==> src/hdl/smcd_pkg.sv <==
package smcd_pkg;

    // default widths of the wrapping counters
    localparam int MINUTE_WIDTH_DEF     = 32;
    localparam int STEP_COUNT_WIDTH_DEF = 32;

    // configuration port geometry
    localparam int CFG_INDEX_WIDTH = 3;
    localparam int CFG_DATA_WIDTH  = 18;

    // register indexes
    localparam logic [CFG_INDEX_WIDTH-1:0] CFG_MS_PER_MINUTE    = 3'd0;
    localparam logic [CFG_INDEX_WIDTH-1:0] CFG_START_STEP_DELAY = 3'd1;
    localparam logic [CFG_INDEX_WIDTH-1:0] CFG_MIN_STEP_DELAY   = 3'd2;
    localparam logic [CFG_INDEX_WIDTH-1:0] CFG_MINUTE_STEPS     = 3'd3;
    localparam logic [CFG_INDEX_WIDTH-1:0] CFG_APPROACH_STEPS   = 3'd4;

    // register reset values
    localparam logic [17:0] MS_PER_MINUTE_RST    = 18'd60000;
    localparam logic [7:0]  START_STEP_DELAY_RST = 8'd20;
    localparam logic [7:0]  MIN_STEP_DELAY_RST   = 8'd2;
    localparam logic [15:0] MINUTE_STEPS_RST     = 16'd938;
    localparam logic [7:0]  APPROACH_STEPS_RST   = 8'd20;

    typedef struct packed {
        logic [17:0] ms_per_minute;
        logic [7:0]  start_step_delay;
        logic [7:0]  min_step_delay;
        logic [15:0] minute_steps;
        logic [7:0]  approach_steps;
    } cfg_t;

    typedef struct packed {
        logic [3:0] coils;
        logic       moving;
    } drive_status_t;

    // half-step coil pattern, bit i is coil column i
    function automatic logic [3:0] phase_coils(input logic [2:0] phase);
        logic [3:0] pattern;
        case (phase)
            3'd0:    pattern = 4'h6;
            3'd1:    pattern = 4'h4;
            3'd2:    pattern = 4'hC;
            3'd3:    pattern = 4'h8;
            3'd4:    pattern = 4'h9;
            3'd5:    pattern = 4'h1;
            3'd6:    pattern = 4'h3;
            3'd7:    pattern = 4'h2;
            default: pattern = 4'h0;
        endcase
        return pattern;
    endfunction

endpackage

==> src/hdl/smcd_if.sv <==
// millisecond tick channel
interface smcd_tick_if;
    logic valid;
    logic ready;
    logic tick;

    modport source (output valid, output tick, input ready);
    modport sink (input valid, input tick, output ready);
endinterface

// coil drive result channel
interface smcd_drive_if #(
    parameter int MINUTE_WIDTH = smcd_pkg::MINUTE_WIDTH_DEF
);
    logic                    valid;
    logic                    ready;
    logic [3:0]              coils;
    logic                    moving;
    logic [MINUTE_WIDTH-1:0] minute_count;

    modport source (output valid, output coils, output moving, output minute_count,
                    input ready);
    modport sink (input valid, input coils, input moving, input minute_count,
                  output ready);
endinterface

==> src/hdl/stepper_minute_clock_drive_unit.sv <==
// channel   dir  beat payload                      handshake
// ticks     in   tick                              valid / ready
// drive     out  coils, moving, minute_count       valid / ready
// wr_*      in   wr_index, wr_data                 wr_en, no wait
//
// one tick beat per cycle while drive beats are taken, each beat gives one drive beat in the next cycle
// the counters and step timing settle in one pass between the state registers
// and the drive output register, the coil step count uses one multiplier
// after reset the startup sequence runs on the first tick beats
// ticks stay ready while the output register is empty or being taken
module stepper_minute_clock_drive_unit #(
    parameter int MINUTE_WIDTH     = smcd_pkg::MINUTE_WIDTH_DEF,
    parameter int STEP_COUNT_WIDTH = smcd_pkg::STEP_COUNT_WIDTH_DEF
) (
    input  logic                                 clk,
    input  logic                                 rst_n,
    smcd_tick_if.sink                            ticks,
    smcd_drive_if.source                         drive,
    input  logic                                 wr_en,
    input  logic [smcd_pkg::CFG_INDEX_WIDTH-1:0] wr_index,
    input  logic [smcd_pkg::CFG_DATA_WIDTH-1:0]  wr_data
);

    smcd_pkg::cfg_t          cfg_reg;
    logic                    accept;
    logic                    advance;
    logic [MINUTE_WIDTH-1:0] minutes_next;
    smcd_pkg::drive_status_t status;

    logic                    out_valid_reg;
    logic [3:0]              coils_reg;
    logic                    moving_reg;
    logic [MINUTE_WIDTH-1:0] minute_reg;

    // configuration registers
    always_ff @(posedge clk or negedge rst_n)
    begin
        if (!rst_n)
        begin
            cfg_reg.ms_per_minute    <= smcd_pkg::MS_PER_MINUTE_RST;
            cfg_reg.start_step_delay <= smcd_pkg::START_STEP_DELAY_RST;
            cfg_reg.min_step_delay   <= smcd_pkg::MIN_STEP_DELAY_RST;
            cfg_reg.minute_steps     <= smcd_pkg::MINUTE_STEPS_RST;
            cfg_reg.approach_steps   <= smcd_pkg::APPROACH_STEPS_RST;
        end
        else if (wr_en)
        begin
            case (wr_index)
                smcd_pkg::CFG_MS_PER_MINUTE:    cfg_reg.ms_per_minute    <= wr_data;
                smcd_pkg::CFG_START_STEP_DELAY: cfg_reg.start_step_delay <= wr_data[7:0];
                smcd_pkg::CFG_MIN_STEP_DELAY:   cfg_reg.min_step_delay   <= wr_data[7:0];
                smcd_pkg::CFG_MINUTE_STEPS:     cfg_reg.minute_steps     <= wr_data[15:0];
                smcd_pkg::CFG_APPROACH_STEPS:   cfg_reg.approach_steps   <= wr_data[7:0];
                default:                        ;
            endcase
        end
    end

    // input handshake
    assign ticks.ready = !out_valid_reg || drive.ready;
    assign accept      = ticks.valid && ticks.ready;
    assign advance     = accept && ticks.tick;

    smcd_minute_counter #(
        .MINUTE_WIDTH (MINUTE_WIDTH)
    ) u_minute_counter (
        .clk           (clk),
        .rst_n         (rst_n),
        .advance       (advance),
        .ms_per_minute (cfg_reg.ms_per_minute),
        .minutes_next  (minutes_next)
    );

    smcd_sequencer #(
        .MINUTE_WIDTH     (MINUTE_WIDTH),
        .STEP_COUNT_WIDTH (STEP_COUNT_WIDTH)
    ) u_sequencer (
        .clk          (clk),
        .rst_n        (rst_n),
        .advance      (advance),
        .cfg          (cfg_reg),
        .minutes_next (minutes_next),
        .status       (status)
    );

    // output register valid
    always_ff @(posedge clk or negedge rst_n)
    begin
        if (!rst_n)
        begin
            out_valid_reg <= 1'b0;
        end
        else if (accept)
        begin
            out_valid_reg <= 1'b1;
        end
        else if (drive.ready)
        begin
            out_valid_reg <= 1'b0;
        end
    end

    // output register payload
    always_ff @(posedge clk)
    begin
        if (accept)
        begin
            coils_reg  <= status.coils;
            moving_reg <= status.moving;
            minute_reg <= minutes_next;
        end
    end

    assign drive.valid        = out_valid_reg;
    assign drive.coils        = coils_reg;
    assign drive.moving       = moving_reg;
    assign drive.minute_count = minute_reg;

endmodule

==> src/hdl/smcd_minute_counter.sv <==
module smcd_minute_counter #(
    parameter int MINUTE_WIDTH = smcd_pkg::MINUTE_WIDTH_DEF
) (
    input  logic                    clk,
    input  logic                    rst_n,
    input  logic                    advance,
    input  logic [17:0]             ms_per_minute,
    output logic [MINUTE_WIDTH-1:0] minutes_next
);

    logic [17:0]             ms_reg;
    logic [17:0]             ms_next;
    logic [MINUTE_WIDTH-1:0] minutes_reg;
    logic [17:0]             ms_inc;

    // millisecond count, wraps into a minute at the limit
    always_comb
    begin
        ms_inc       = ms_reg + 18'd1;
        ms_next      = ms_reg;
        minutes_next = minutes_reg;
        if (advance)
        begin
            if (ms_inc >= ms_per_minute || ms_inc == 18'd0)
            begin
                ms_next      = 18'd0;
                minutes_next = minutes_reg + {{(MINUTE_WIDTH-1){1'b0}}, 1'b1};
            end
            else
            begin
                ms_next = ms_inc;
            end
        end
    end

    always_ff @(posedge clk or negedge rst_n)
    begin
        if (!rst_n)
        begin
            ms_reg      <= 18'd0;
            minutes_reg <= '0;
        end
        else
        begin
            ms_reg      <= ms_next;
            minutes_reg <= minutes_next;
        end
    end

endmodule

==> src/hdl/smcd_sequencer.sv <==
module smcd_sequencer #(
    parameter int MINUTE_WIDTH     = smcd_pkg::MINUTE_WIDTH_DEF,
    parameter int STEP_COUNT_WIDTH = smcd_pkg::STEP_COUNT_WIDTH_DEF
) (
    input  logic                    clk,
    input  logic                    rst_n,
    input  logic                    advance,
    input  smcd_pkg::cfg_t          cfg,
    input  logic [MINUTE_WIDTH-1:0] minutes_next,
    output smcd_pkg::drive_status_t status
);

    localparam int PROD_WIDTH = 16 + MINUTE_WIDTH;

    typedef enum logic [6:0] {
        ST_IDLE       = 7'b0000001,
        ST_START_BACK = 7'b0000010,
        ST_START_FWD  = 7'b0000100,
        ST_START_MAIN = 7'b0001000,
        ST_BACK       = 7'b0010000,
        ST_FWD        = 7'b0100000,
        ST_MAIN       = 7'b1000000
    } stage_t;

    stage_t                      stage_reg, stage_next;
    logic [2:0]                  phase_reg, phase_next;
    logic [STEP_COUNT_WIDTH-1:0] steps_left_reg, steps_left_next;
    logic                        dir_back_reg, dir_back_next;
    logic [7:0]                  step_hold_reg, step_hold_next;
    logic [7:0]                  hold_left_reg, hold_left_next;
    logic [3:0]                  coil_reg, coil_next;
    logic [MINUTE_WIDTH-1:0]     last_reg, last_next;

    logic [7:0]                  hold_dec;
    logic                        due;
    logic                        need_new;
    logic                        go_idle_chk;
    logic                        go_main;
    stage_t                      r_stage;
    logic [STEP_COUNT_WIDTH-1:0] r_count;
    logic                        r_dir;
    logic                        r_load;
    logic [MINUTE_WIDTH-1:0]     r_last;
    logic [MINUTE_WIDTH-1:0]     delta;
    logic [PROD_WIDTH-1:0]       product;
    logic [STEP_COUNT_WIDTH-1:0] main_count;
    logic [STEP_COUNT_WIDTH-1:0] approach_count;
    logic [STEP_COUNT_WIDTH-1:0] spm_count;
    stage_t                      cur_stage;
    logic [STEP_COUNT_WIDTH-1:0] cur_count;
    logic                        cur_dir;
    logic [7:0]                  cur_hold;
    logic                        do_step;

    // step count of the main move of a served minute change
    assign delta          = minutes_next - last_reg;
    assign product        = {{MINUTE_WIDTH{1'b0}}, cfg.minute_steps}
                          * {16'd0, delta};
    assign main_count     = STEP_COUNT_WIDTH'(product);
    assign approach_count = STEP_COUNT_WIDTH'(cfg.approach_steps);
    assign spm_count      = STEP_COUNT_WIDTH'(cfg.minute_steps);

    // hold countdown while a move runs
    assign hold_dec = (stage_reg != ST_IDLE && hold_left_reg != 8'd0)
                    ? hold_left_reg - 8'd1 : hold_left_reg;
    assign due      = (hold_dec == 8'd0);
    assign need_new = due && (stage_reg == ST_IDLE || steps_left_reg == '0);

    // walk past finished and empty moves to the next one that has a step
    always_comb
    begin
        go_idle_chk = 1'b0;
        go_main     = 1'b0;
        r_stage     = stage_reg;
        r_count     = steps_left_reg;
        r_dir       = dir_back_reg;
        r_load      = 1'b0;
        r_last      = last_reg;
        case (stage_reg)
            ST_START_BACK:
            begin
                if (cfg.approach_steps != 8'd0)
                begin
                    r_stage = ST_START_FWD;
                    r_count = approach_count;
                    r_dir   = 1'b0;
                    r_load  = 1'b1;
                end
                else if (cfg.minute_steps != 16'd0)
                begin
                    r_stage = ST_START_MAIN;
                    r_count = spm_count;
                    r_dir   = 1'b0;
                    r_load  = 1'b1;
                end
                else
                begin
                    go_idle_chk = 1'b1;
                end
            end
            ST_START_FWD:
            begin
                if (cfg.minute_steps != 16'd0)
                begin
                    r_stage = ST_START_MAIN;
                    r_count = spm_count;
                    r_dir   = 1'b0;
                    r_load  = 1'b1;
                end
                else
                begin
                    go_idle_chk = 1'b1;
                end
            end
            ST_BACK:
            begin
                if (cfg.approach_steps != 8'd0)
                begin
                    r_stage = ST_FWD;
                    r_count = approach_count;
                    r_dir   = 1'b0;
                    r_load  = 1'b1;
                end
                else
                begin
                    go_main = 1'b1;
                end
            end
            ST_FWD:
            begin
                go_main = 1'b1;
            end
            default:
            begin
                go_idle_chk = 1'b1;
            end
        endcase

        // idle: start the backlash approach when the minute has moved on, or the main move if the approach is empty
        if (go_idle_chk)
        begin
            if (minutes_next != last_reg)
            begin
                if (cfg.approach_steps != 8'd0)
                begin
                    r_stage = ST_BACK;
                    r_count = approach_count;
                    r_dir   = 1'b1;
                    r_load  = 1'b1;
                end
                else
                begin
                    go_main = 1'b1;
                end
            end
            else
            begin
                r_stage = ST_IDLE;
            end
        end

        // main move covers every minute not yet served
        if (go_main)
        begin
            r_last  = minutes_next;
            r_count = main_count;
            r_dir   = 1'b0;
            r_load  = 1'b1;
            r_stage = (main_count != '0) ? ST_MAIN : ST_IDLE;
        end
    end

    // take a step or let the hold run down
    always_comb
    begin
        if (need_new)
        begin
            cur_stage = r_stage;
            cur_count = r_count;
            cur_dir   = r_dir;
            cur_hold  = r_load ? cfg.start_step_delay : step_hold_reg;
            last_next = r_last;
        end
        else
        begin
            cur_stage = stage_reg;
            cur_count = steps_left_reg;
            cur_dir   = dir_back_reg;
            cur_hold  = step_hold_reg;
            last_next = last_reg;
        end

        do_step        = due && cur_stage != ST_IDLE && cur_count != '0;
        stage_next     = cur_stage;
        dir_back_next  = cur_dir;
        phase_next     = phase_reg;
        coil_next      = need_new ? 4'h0 : coil_reg;
        hold_left_next = hold_dec;
        step_hold_next = cur_hold;
        steps_left_next = cur_count;

        if (do_step)
        begin
            phase_next      = cur_dir ? phase_reg - 3'd1 : phase_reg + 3'd1;
            coil_next       = smcd_pkg::phase_coils(phase_next);
            hold_left_next  = (cur_hold == 8'd0) ? 8'd1 : cur_hold;
            step_hold_next  = (cur_hold > cfg.min_step_delay) ? cur_hold - 8'd1 : cur_hold;
            steps_left_next = cur_count - {{(STEP_COUNT_WIDTH-1){1'b0}}, 1'b1};
        end
    end

    always_ff @(posedge clk or negedge rst_n)
    begin
        if (!rst_n)
        begin
            stage_reg      <= ST_START_BACK;
            phase_reg      <= 3'd0;
            steps_left_reg <= STEP_COUNT_WIDTH'(smcd_pkg::APPROACH_STEPS_RST);
            dir_back_reg   <= 1'b1;
            step_hold_reg  <= smcd_pkg::START_STEP_DELAY_RST;
            hold_left_reg  <= 8'd0;
            coil_reg       <= 4'h0;
            last_reg       <= '0;
        end
        else if (advance)
        begin
            stage_reg      <= stage_next;
            phase_reg      <= phase_next;
            steps_left_reg <= steps_left_next;
            dir_back_reg   <= dir_back_next;
            step_hold_reg  <= step_hold_next;
            hold_left_reg  <= hold_left_next;
            coil_reg       <= coil_next;
            last_reg       <= last_next;
        end
    end

    // drive view after this beat
    always_comb
    begin
        status.coils  = advance ? coil_next : coil_reg;
        status.moving = advance ? (stage_next != ST_IDLE) : (stage_reg != ST_IDLE);
    end

endmodule

==> src/flat_wrapper.sv <==
// flat-port wrapper written by rule: the top's interface ports become plain ports
module stepper_minute_clock_drive_unit_flat 
#(
    parameter int MINUTE_WIDTH     = smcd_pkg::MINUTE_WIDTH_DEF,
    parameter int STEP_COUNT_WIDTH = smcd_pkg::STEP_COUNT_WIDTH_DEF
)
  (clk, rst_n, wr_en, wr_index, wr_data, ticks_valid, ticks_tick, ticks_ready, drive_valid, drive_coils, drive_moving, drive_minute_count, drive_ready);
  smcd_tick_if ticks_i ();
  smcd_drive_if #(.MINUTE_WIDTH(MINUTE_WIDTH)) drive_i ();
  input  logic clk;
  input  logic rst_n;
  input  logic wr_en;
  input  logic [smcd_pkg::CFG_INDEX_WIDTH-1:0] wr_index;
  input  logic [smcd_pkg::CFG_DATA_WIDTH-1:0] wr_data;
  input wire logic [$bits(ticks_i.valid)-1:0] ticks_valid;
  input wire logic [$bits(ticks_i.tick)-1:0] ticks_tick;
  output wire logic [$bits(ticks_i.ready)-1:0] ticks_ready;
  output wire logic [$bits(drive_i.valid)-1:0] drive_valid;
  output wire logic [$bits(drive_i.coils)-1:0] drive_coils;
  output wire logic [$bits(drive_i.moving)-1:0] drive_moving;
  output wire logic [$bits(drive_i.minute_count)-1:0] drive_minute_count;
  input wire logic [$bits(drive_i.ready)-1:0] drive_ready;
  assign ticks_i.valid = ticks_valid;
  assign ticks_i.tick = ticks_tick;
  assign ticks_ready = ticks_i.ready;
  assign drive_valid = drive_i.valid;
  assign drive_coils = drive_i.coils;
  assign drive_moving = drive_i.moving;
  assign drive_minute_count = drive_i.minute_count;
  assign drive_i.ready = drive_ready;
  stepper_minute_clock_drive_unit #(.MINUTE_WIDTH(MINUTE_WIDTH), .STEP_COUNT_WIDTH(STEP_COUNT_WIDTH)) u_core (.clk(clk), .rst_n(rst_n), .ticks(ticks_i), .drive(drive_i), .wr_en(wr_en), .wr_index(wr_index), .wr_data(wr_data));
endmodule
==> config.mk <==
export PLATFORM = sky130hd
export DESIGN_NAME = stepper_minute_clock_drive_unit_flat
export DESIGN_NICKNAME = d
export VERILOG_FILES = /design/src/hdl/smcd_pkg.sv /design/src/hdl/smcd_if.sv /design/src/hdl/stepper_minute_clock_drive_unit.sv /design/src/hdl/smcd_minute_counter.sv /design/src/hdl/smcd_sequencer.sv /design/src/flat_wrapper.sv
export SDC_FILE = /design/constraint.sdc
export NUM_CORES = 2
export LEC_CHECK = 0
export BUFFER_PORTS_ARGS = -buffer_cell sky130_fd_sc_hd__buf_2
export CAP_MARGIN = 20
export CELL_PAD_IN_SITES_DETAIL_PLACEMENT = 1
export CELL_PAD_IN_SITES_GLOBAL_PLACEMENT = 1
export CORE_MARGIN = 1.5
export CORE_UTILIZATION = 47
export CTS_CLUSTER_DIAMETER = 40
export CTS_CLUSTER_SIZE = 28
export DETAILED_ROUTE_END_ITERATION = 8
export PLACE_DENSITY_LB_ADDON = 0.1
export SKIP_LAST_GASP = 1
export SLEW_MARGIN = 20
export SYNTH_ARGS = -nofsm -noshare
export SYNTH_HDL_FRONTEND = slang
export SYNTH_SLANG_ARGS = --single-unit
==> constraint.sdc <==
create_clock -name clk -period 16.6 [get_ports clk]
set_input_delay 4.98 -clock clk [delete_from_list [all_inputs] [get_ports clk]]
set_output_delay 4.98 -clock clk [all_outputs]
set_load 0.02 [all_outputs]
==> Word-level counts from Yosys, hierarchy flattened <==
Memories as Yosys holds them, arrays and structs flattened.
Cells that the tools add are included.
{ "classes": {"order_cmp": 2, "n_eq_ne": 12, "multipliers": 1, "mux": 62, "add_sub_neg": 8, "reduce_logical": 29} }
{ "ops": {"columns": ["op", "n"], "rows": [
  ["2-to-1 mux 32 bit", 11],
  ["one-hot mux 32 bit (3 select lines)", 1],
  ["nonzero test 32 bit", 2],
  ["2-to-1 mux 7 bit", 9],
  ["2-to-1 mux 8 bit", 7],
  ["adder 32 x 1 -> 32 bit (second input constant)", 1],
  ["zero test 32 bit", 1],
  ["multiplier 16 x 32 -> 32 bit", 1],
  ["!= test 32 bit", 1],
  ["subtractor 32 x 1 -> 32 bit (second input constant)", 1],
  ["subtractor 32 bit", 1],
  ["2-to-1 mux 1 bit", 24],
  ["one-hot mux 7 bit (3 select lines)", 1],
  ["adder 18 x 1 -> 18 bit (second input constant)", 1],
  ["greater-or-equal comparator 18 bit", 1],
  ["zero test 18 bit", 1],
  ["2-to-1 mux 18 bit", 1],
  ["zero test 8 bit", 2],
  ["nonzero test 16 bit", 1],
  ["nonzero test 8 bit", 2],
  ["subtractor 8 x 1 -> 8 bit (second input constant)", 2],
  ["!= test 7 x 1 -> 1 bit (second input constant)", 2],
  ["2-to-1 mux 4 bit", 3],
  ["AND reduction 2 bit", 6],
  ["21 further kinds", 31]
]} }
{ "totals": {"regBits": 241, "rom_bits": 32, "memories": 1, "out_inout_bits": 39} }
{ "mem_list": {"columns": ["name", "words", "word_bits", "rd", "rd_clocked_by_memory_dff", "wr", "line_no", "source"], "rows": [
  ["(name not given)", 8, 4, 1, 0, 0, "smcd_pkg.sv:41", "case (phase)"]
]} }

==> Depth between registers and ports, before layout <==
{ "logic_depth": {"word_depth": 16, "mapped_depth": 56} }

==> By module <==
A second synthesis with hierarchy kept.
{ "unflattened": {"cells_unflattened": 2804, "area_unflattened_um2": 26583.0} }
{ "modules_own_cells": {"columns": ["mod", "seq_area_each_um2", "area_each_um2", "cells_each", "instances"], "rows": [
  ["smcd_sequencer", 2384.8, 19811.5, 2271, 1],
  ["stepper_minute_clock_drive_unit", 2610.0, 3393.3, 168, 1],
  ["smcd_minute_counter", 1251.2, 3378.2, 365, 1]
]} }

==> Least setup slack after synthesis <==
OpenSTA, ideal clock, no wires.
{ "synth_path": {"path_kind": "input to register", "start": "input port drive_ready", "end": "register u_core.u_sequencer.steps_left_reg[22]", "path_stages": 41, "arrival_ns": 16.509, "path_slack_ns": -0.038, "cell_sequence": "nand2b_1 > and2_1 > nand2_1 > a21oi_1 > nand3_1 > nor2_1 > nand2_1 > xnor2_1 > ha_1 > clkbuf_1 > a21oi_1 > o21ai_0 > or2_2 > o31ai_1 > xnor2_1 > clkbuf_1 > and2_1 > fa_1 > (+5 left out) > fa_1 > inv_1 > ha_1 > a211oi_1 > nor2_1 > or4_1 > nand4_1 > a31oi_1 > a41oi_1 > a21oi_1 > xnor2_1 > xnor3_1 > xor3_1 > a21oi_2 > o21ai_1 > or3_4 > and3_1 > a2111o_1"} }
{ "synth_via": {"elab_chain_len": 14, "elab_cells_between_ends": 25} }
{ "synth_rtl": {"columns": ["element", "line_no", "source"], "rows": [
  ["from (decl)", "flat_wrapper.sv:22", "input wire logic [$bits(drive_i.ready)-1:0] drive_ready;"],
  ["logical OR 1 bit *", "stepper_minute_clock_drive_unit.sv:60", "assign ticks.ready = !out_valid_reg || drive.ready;"],
  ["logical AND 1 bit *", "stepper_minute_clock_drive_unit.sv:61", "assign accept = ticks.valid && ticks.ready;"],
  ["net u_core.accept", "stepper_minute_clock_drive_unit.sv:25", "logic accept;"],
  ["logical AND 1 bit *", "stepper_minute_clock_drive_unit.sv:62", "assign advance = accept && ticks.tick;"],
  ["2-to-1 mux 32 bit *", "smcd_minute_counter.sv:22", "if (advance)"],
  ["net u_core.minutes_next[14]", "stepper_minute_clock_drive_unit.sv:27", "logic [MINUTE_WIDTH-1:0] minutes_next;"],
  ["branches (longest 9 deep; another with subtractor 32 bit)", null, null],
  ["2-to-1 mux 32 bit *", "smcd_sequencer.sv:202", "if (do_step)"],
  ["to (signal assigned)", "smcd_sequencer.sv:218", "steps_left_reg <= STEP_COUNT_WIDTH'(smcd_pkg::APPROACH_STEPS_RST);"],
  ["to (signal assigned)", "smcd_sequencer.sv:229", "steps_left_reg <= steps_left_next;"],
  ["to (decl)", "smcd_sequencer.sv:27", "logic [STEP_COUNT_WIDTH-1:0] steps_left_reg, steps_left_next;"]
]} }
Mark *: on every way through the listed nets, which the timed path passes.
A chain may end at the register's enable or synchronous reset.

==> Final worst setup path <==
{ "layout_path": {"start": "input port drive_ready", "end": "register u_core.u_sequencer.step_hold_reg[4]"} }
{ "layout_via": {"elab_chain_len": 14, "elab_cells_between_ends": 32} }
{ "layout_rtl": {"columns": ["element", "line_no", "source"], "rows": [
  ["logical OR 1 bit *", "stepper_minute_clock_drive_unit.sv:60", null],
  ["logical AND 1 bit *", "stepper_minute_clock_drive_unit.sv:61", null],
  ["net u_core.accept", "stepper_minute_clock_drive_unit.sv:25", null],
  ["logical AND 1 bit *", "stepper_minute_clock_drive_unit.sv:62", null],
  ["2-to-1 mux 32 bit", "smcd_minute_counter.sv:22", null],
  ["subtractor 32 bit", "smcd_sequencer.sv:56", "assign delta = minutes_next - last_reg;"],
  ["multiplier 16 x 32 -> 32 bit", "smcd_sequencer.sv:58", "* {16'd0, delta};"],
  ["nonzero test 32 bit", "smcd_sequencer.sv:169", "r_stage = (main_count != '0) ? ST_MAIN : ST_IDLE;"],
  ["2-to-1 mux 7 bit", "smcd_sequencer.sv:169", null],
  ["2-to-1 mux 7 bit", "smcd_sequencer.sv:163", "if (go_main)"],
  ["2-to-1 mux 7 bit", "smcd_sequencer.sv:176", "if (need_new)"],
  ["!= test 7 x 1 -> 1 bit", "smcd_sequencer.sv:193", "do_step = due && cur_stage != ST_IDLE && cur_count != '0;"],
  ["logical AND 1 bit (2 in series)", "smcd_sequencer.sv:193", null],
  ["2-to-1 mux 8 bit", "smcd_sequencer.sv:202", null],
  ["to (signal assigned)", "smcd_sequencer.sv:220", "step_hold_reg <= smcd_pkg::START_STEP_DELAY_RST;"],
  ["to (signal assigned)", "smcd_sequencer.sv:231", "step_hold_reg <= step_hold_next;"],
  ["to (decl)", "smcd_sequencer.sv:29", "logic [7:0] step_hold_reg, step_hold_next;"]
]} }
Mark *: on every way through the listed nets, which the timed path passes. The rest lies on a longest branch.

==> results.yml <==
pwr:
  power.share.clock_pct: 32.8
  intPower_mw: 1.74
  power_frac_seq_pct: 25.9
  peakVddDrop_v: 0.0000896
  netSwitchingFraction_pct: 42.9
  powerDensity_mw_per_mm2: 104
  p_switching_mw: 1.31
  pwr-share-comb_pct: 41.4
  leakagePower_nw: 11.7
global_route:
  grt-busiest-layer: "met2"
  grt_pass1_wl_um: 141000
  overflow: 0
  grt_max_degree: 82
  use_met3_pct: 4.82
  first_global_vias: 24500
  met2_usage_pct: 53.4
  met1_usage_pct: 42.6
  grt_antenna_before_repair: 1
  grt_usage_pct: 32.1
drt:
  routed_wirelength_um: 88900
  vias_per_cell: 5.97
  drc: 0
  wl_per_cell_um: 23.8
  drt_iter0_drc: 1475
  final_antenna_net_count: 0
  vias: 22300
  firstDrtPassIters: 6
worst_setup_path:
  start_kind: "primary input"
  r2r_start: "u_core.u_minute_counter.ms_reg[0]"
  cpLargestDelayFamily: "adder cells"
  critPathKind: "in2reg"
  critPathMostFrequentCell: "fa_1"
  crit_buf_inv: 5
  worstPathArrival_ns: 16.41
  cp_max_fo: 16
  crit_slowest_cell: "fa_1"
  required_ns: 17.08
  rr_endpoint: "u_core.u_sequencer.step_hold_reg[4]"
  critPathMaxStageDelay_ns: 0.64
  reg2reg_depth: 49
  rrSetupSlack_ns: 2.05
  worstSetupEndpointType: "register"
timing:
  hold_violations: 0
  drv_slew: 0
  relSlewSlack_pct: 25.4
  period_needed_ns: 15.93
  worst_slew_pin_slew_ns: 1.11
  finClkSkew_ns: 0.0416
  setup_violations: 0
  rsz0062_at_grt: "no"
  max_freq_mhz: 62.8
  fin_crit_sh_pct: 96.0
floorplan:
  fp.dieArea_mm2: 0.0574
  num_rows: 86
  fp.dieW_um: 240
  io_pins: 66
  start_util_pct: 47.6
  core-area_mm2: 0.0552
  die_y_um: 240
hold_path:
  min_from: "u_core.u_sequencer.step_hold_reg[2]"
  hp-class: "reg2reg"
  hold_path_depth: 2
  min_to: "u_core.u_sequencer.step_hold_reg[2]"
synthesis:
  synth_top_family_by_area: "adder cells"
  syn-num-nets: 3362
  syn_area_per_cell_um2: 9.08
  synth-adder-area-share_pct: 29.6
  ys.flop_type: "dfrtp_1"
  yosys_register_bits: 241
  synth_edf_count: 37
  yosys.area_share.simple_pct: 20.0
  synth_compound_area_share_pct: 12.6
  postSynthCellCount: 2896
  synth-async-reset-ratio_pct: 84.6
  synthMuxAreaShare_pct: 3.00
  syn_area_mm2: 0.0263
  yosys_warnings: 0
  yosysSeqAreaShare_pct: 23.8
  synth_xor_area_share_pct: 5.29
  ys_types: 105
clock_network:
  cts-resized-gates: 0
  clkTransAtPathRegs_ns: 0.05
  cts_setup_buffers: 0
  clock-sinks: 241
  cts_hold_buf: 0
  cts_tree: "yes"
  h-tree-depth: 2
  clock_latency_ns: 0.60
  clockBufferDepth: 3
  cts_root_buffer: "clkbuf_16"
  cts_buffers: 48
placement:
  port_buffers: 65
  gp_congestion: 0.909
  dp.cells: 3649
  hpwl_um: 65500
  postPlaceCellArea_mm2: 0.0276
finish:
  ff_latch_area_mm2: 0.00625
  instances_no_fill: 3739
  drive_above_1_share_pct: 12.2
  largest_register_ffs: 58
  multi_input_comb_area_mm2: 0.0186
  stdcell_area_mm2: 0.0294
  nFillCells: 6249
  area_delta_synth_final_pct: 11.7
  fin_nets: 3417
  antenna_cells: 0
run:
  drv_cap: 0
status:
  outcome: "finished, final reports clean"
metrics by stage:
| stage | power (mW) | TNS, ns | setup WS (ns) | util (%) | hold slack, ns |
|---|---|---|---|---|---|
| finish | 3.04 | 0 | 0.667 | 53.2 | 0.483 |
| global route | 3.22 | 0 | 0.0110 | 53.2 | 0.499 |
| CTS | 3.05 | 0 | 0.279 | 53.2 | 0.487 |
| detailed placement | 2.03 | -3.58 | -0.298 | 50.1 | 0.471 |
| global placement | 1.99 | 0 | 0.0414 | 50.1 | 0.455 |
| floorplan | 1.59 | 0 | 0.379 | - | 0.442 |
tightest hold or removal path: cells and delay by family, from the launching register on:
family,cells,cell delay [ns]
compound gates,1,0.07
simple gates,1,0.04
flops,1,0.36
cell usage in the layout, fill, tap and decap left out, drive strengths merged, types with 19 or more instances in the layout:
master / count
mux2i: 27
edfxtp: 37
ha: 133
buf: 147
and3: 33
xor2: 46
fa: 306
nor3: 63
dfrtp: 180
xnor2: 99
and2: 116
dfstp: 24
inv: 269
nand4: 40
nor2b: 28
a21o: 31
mux2: 46
o21a: 19
nand3: 71
nand2: 467
clkbuf: 52
o21ai: 132
or3: 19
a21oi: 145
nor2: 162
nor4: 23
power by group through the flow:
stage,registers [mW],logic [mW],clock network [mW]
4_1_cts,0.784,1.26,1.01
5_1_grt,0.795,1.39,1.04
3_5_place_dp,0.792,1.24,0
6_report,0.787,1.26,0.997
3_3_place_gp,0.788,1.20,0
2_1_floorplan,0.734,0.855,0
cell usage after synthesis, drive strengths merged, types with 19 or more instances:
cell / n / area [um2]
nand2: 467 / 1750
fa: 306 / 6130
inv: 255 / 957
dfrtp: 180 / 4500
nor2: 162 / 608
a21oi: 145 / 733
ha: 133 / 1660
o21ai: 132 / 664
clkbuf: 129 / 485
and2: 116 / 726
xnor2: 99 / 875
nand3: 71 / 370
nor3: 63 / 330
mux2: 46 / 518
xor2: 46 / 403
nand4: 40 / 256
edfxtp: 37 / 1110
and3: 33 / 211
a21o: 31 / 233
nor2b: 28 / 175
mux2i: 27 / 270
dfstp: 24 / 631
nor4: 23 / 175
o21a: 19 / 143
or3: 19 / 124
worst max-delay path by stage:
stage,from,endpoint,slack (ns),depth (start not counted)
2_1_floorplan,drive_ready,u_core.u_sequencer.steps_left_reg[22],0.38,41
3_3_place_gp,drive_ready,u_core.drive.coils[3],0.04,42
3_5_place_dp,drive_ready,u_core.u_sequencer.steps_left_reg[1],-0.30,42
4_1_cts,drive_ready,u_core.u_sequencer.steps_left_reg[1],0.28,42
5_1_grt,drive_ready,u_core.u_sequencer.step_hold_reg[4],0.01,39
6_report,drive_ready,u_core.u_sequencer.step_hold_reg[4],0.67,39
per-layer routing:
layer / part of all wire (%) / vias to the layer above / routed length [um]
li1: - / 9888 / -
met1: 43 / 11600 / 37900
met2: 48 / 683 / 42700
met3: 5.8 / 182 / 5130
met4: 3.5 / 0 / 3140
met5: 0 / - / 0
area by class of cell:
class	count	area share, %
tap	748	3.19
multi-input combinational	2258	63.3
inverter	255	3.26
timing repair buffer	147	3.24
clock buffer	52	4.24
sequential	241	21.3
clock inverter	38	1.55
kinds of logic (layout without fill, tap and decap cells):
logic type / after synthesis / count (layout)
AOI/OAI and AO/OA: 507 / 507
buffers and inverters: 397 / 492
xor gates and xnor gates: 150 / 150
and+or+nand+nor: 1089 / 1089
muxes: 73 / 73
DFF: 241 / 241
adders and majority gates: 439 / 439
Power figures use the tool's default switching activity.
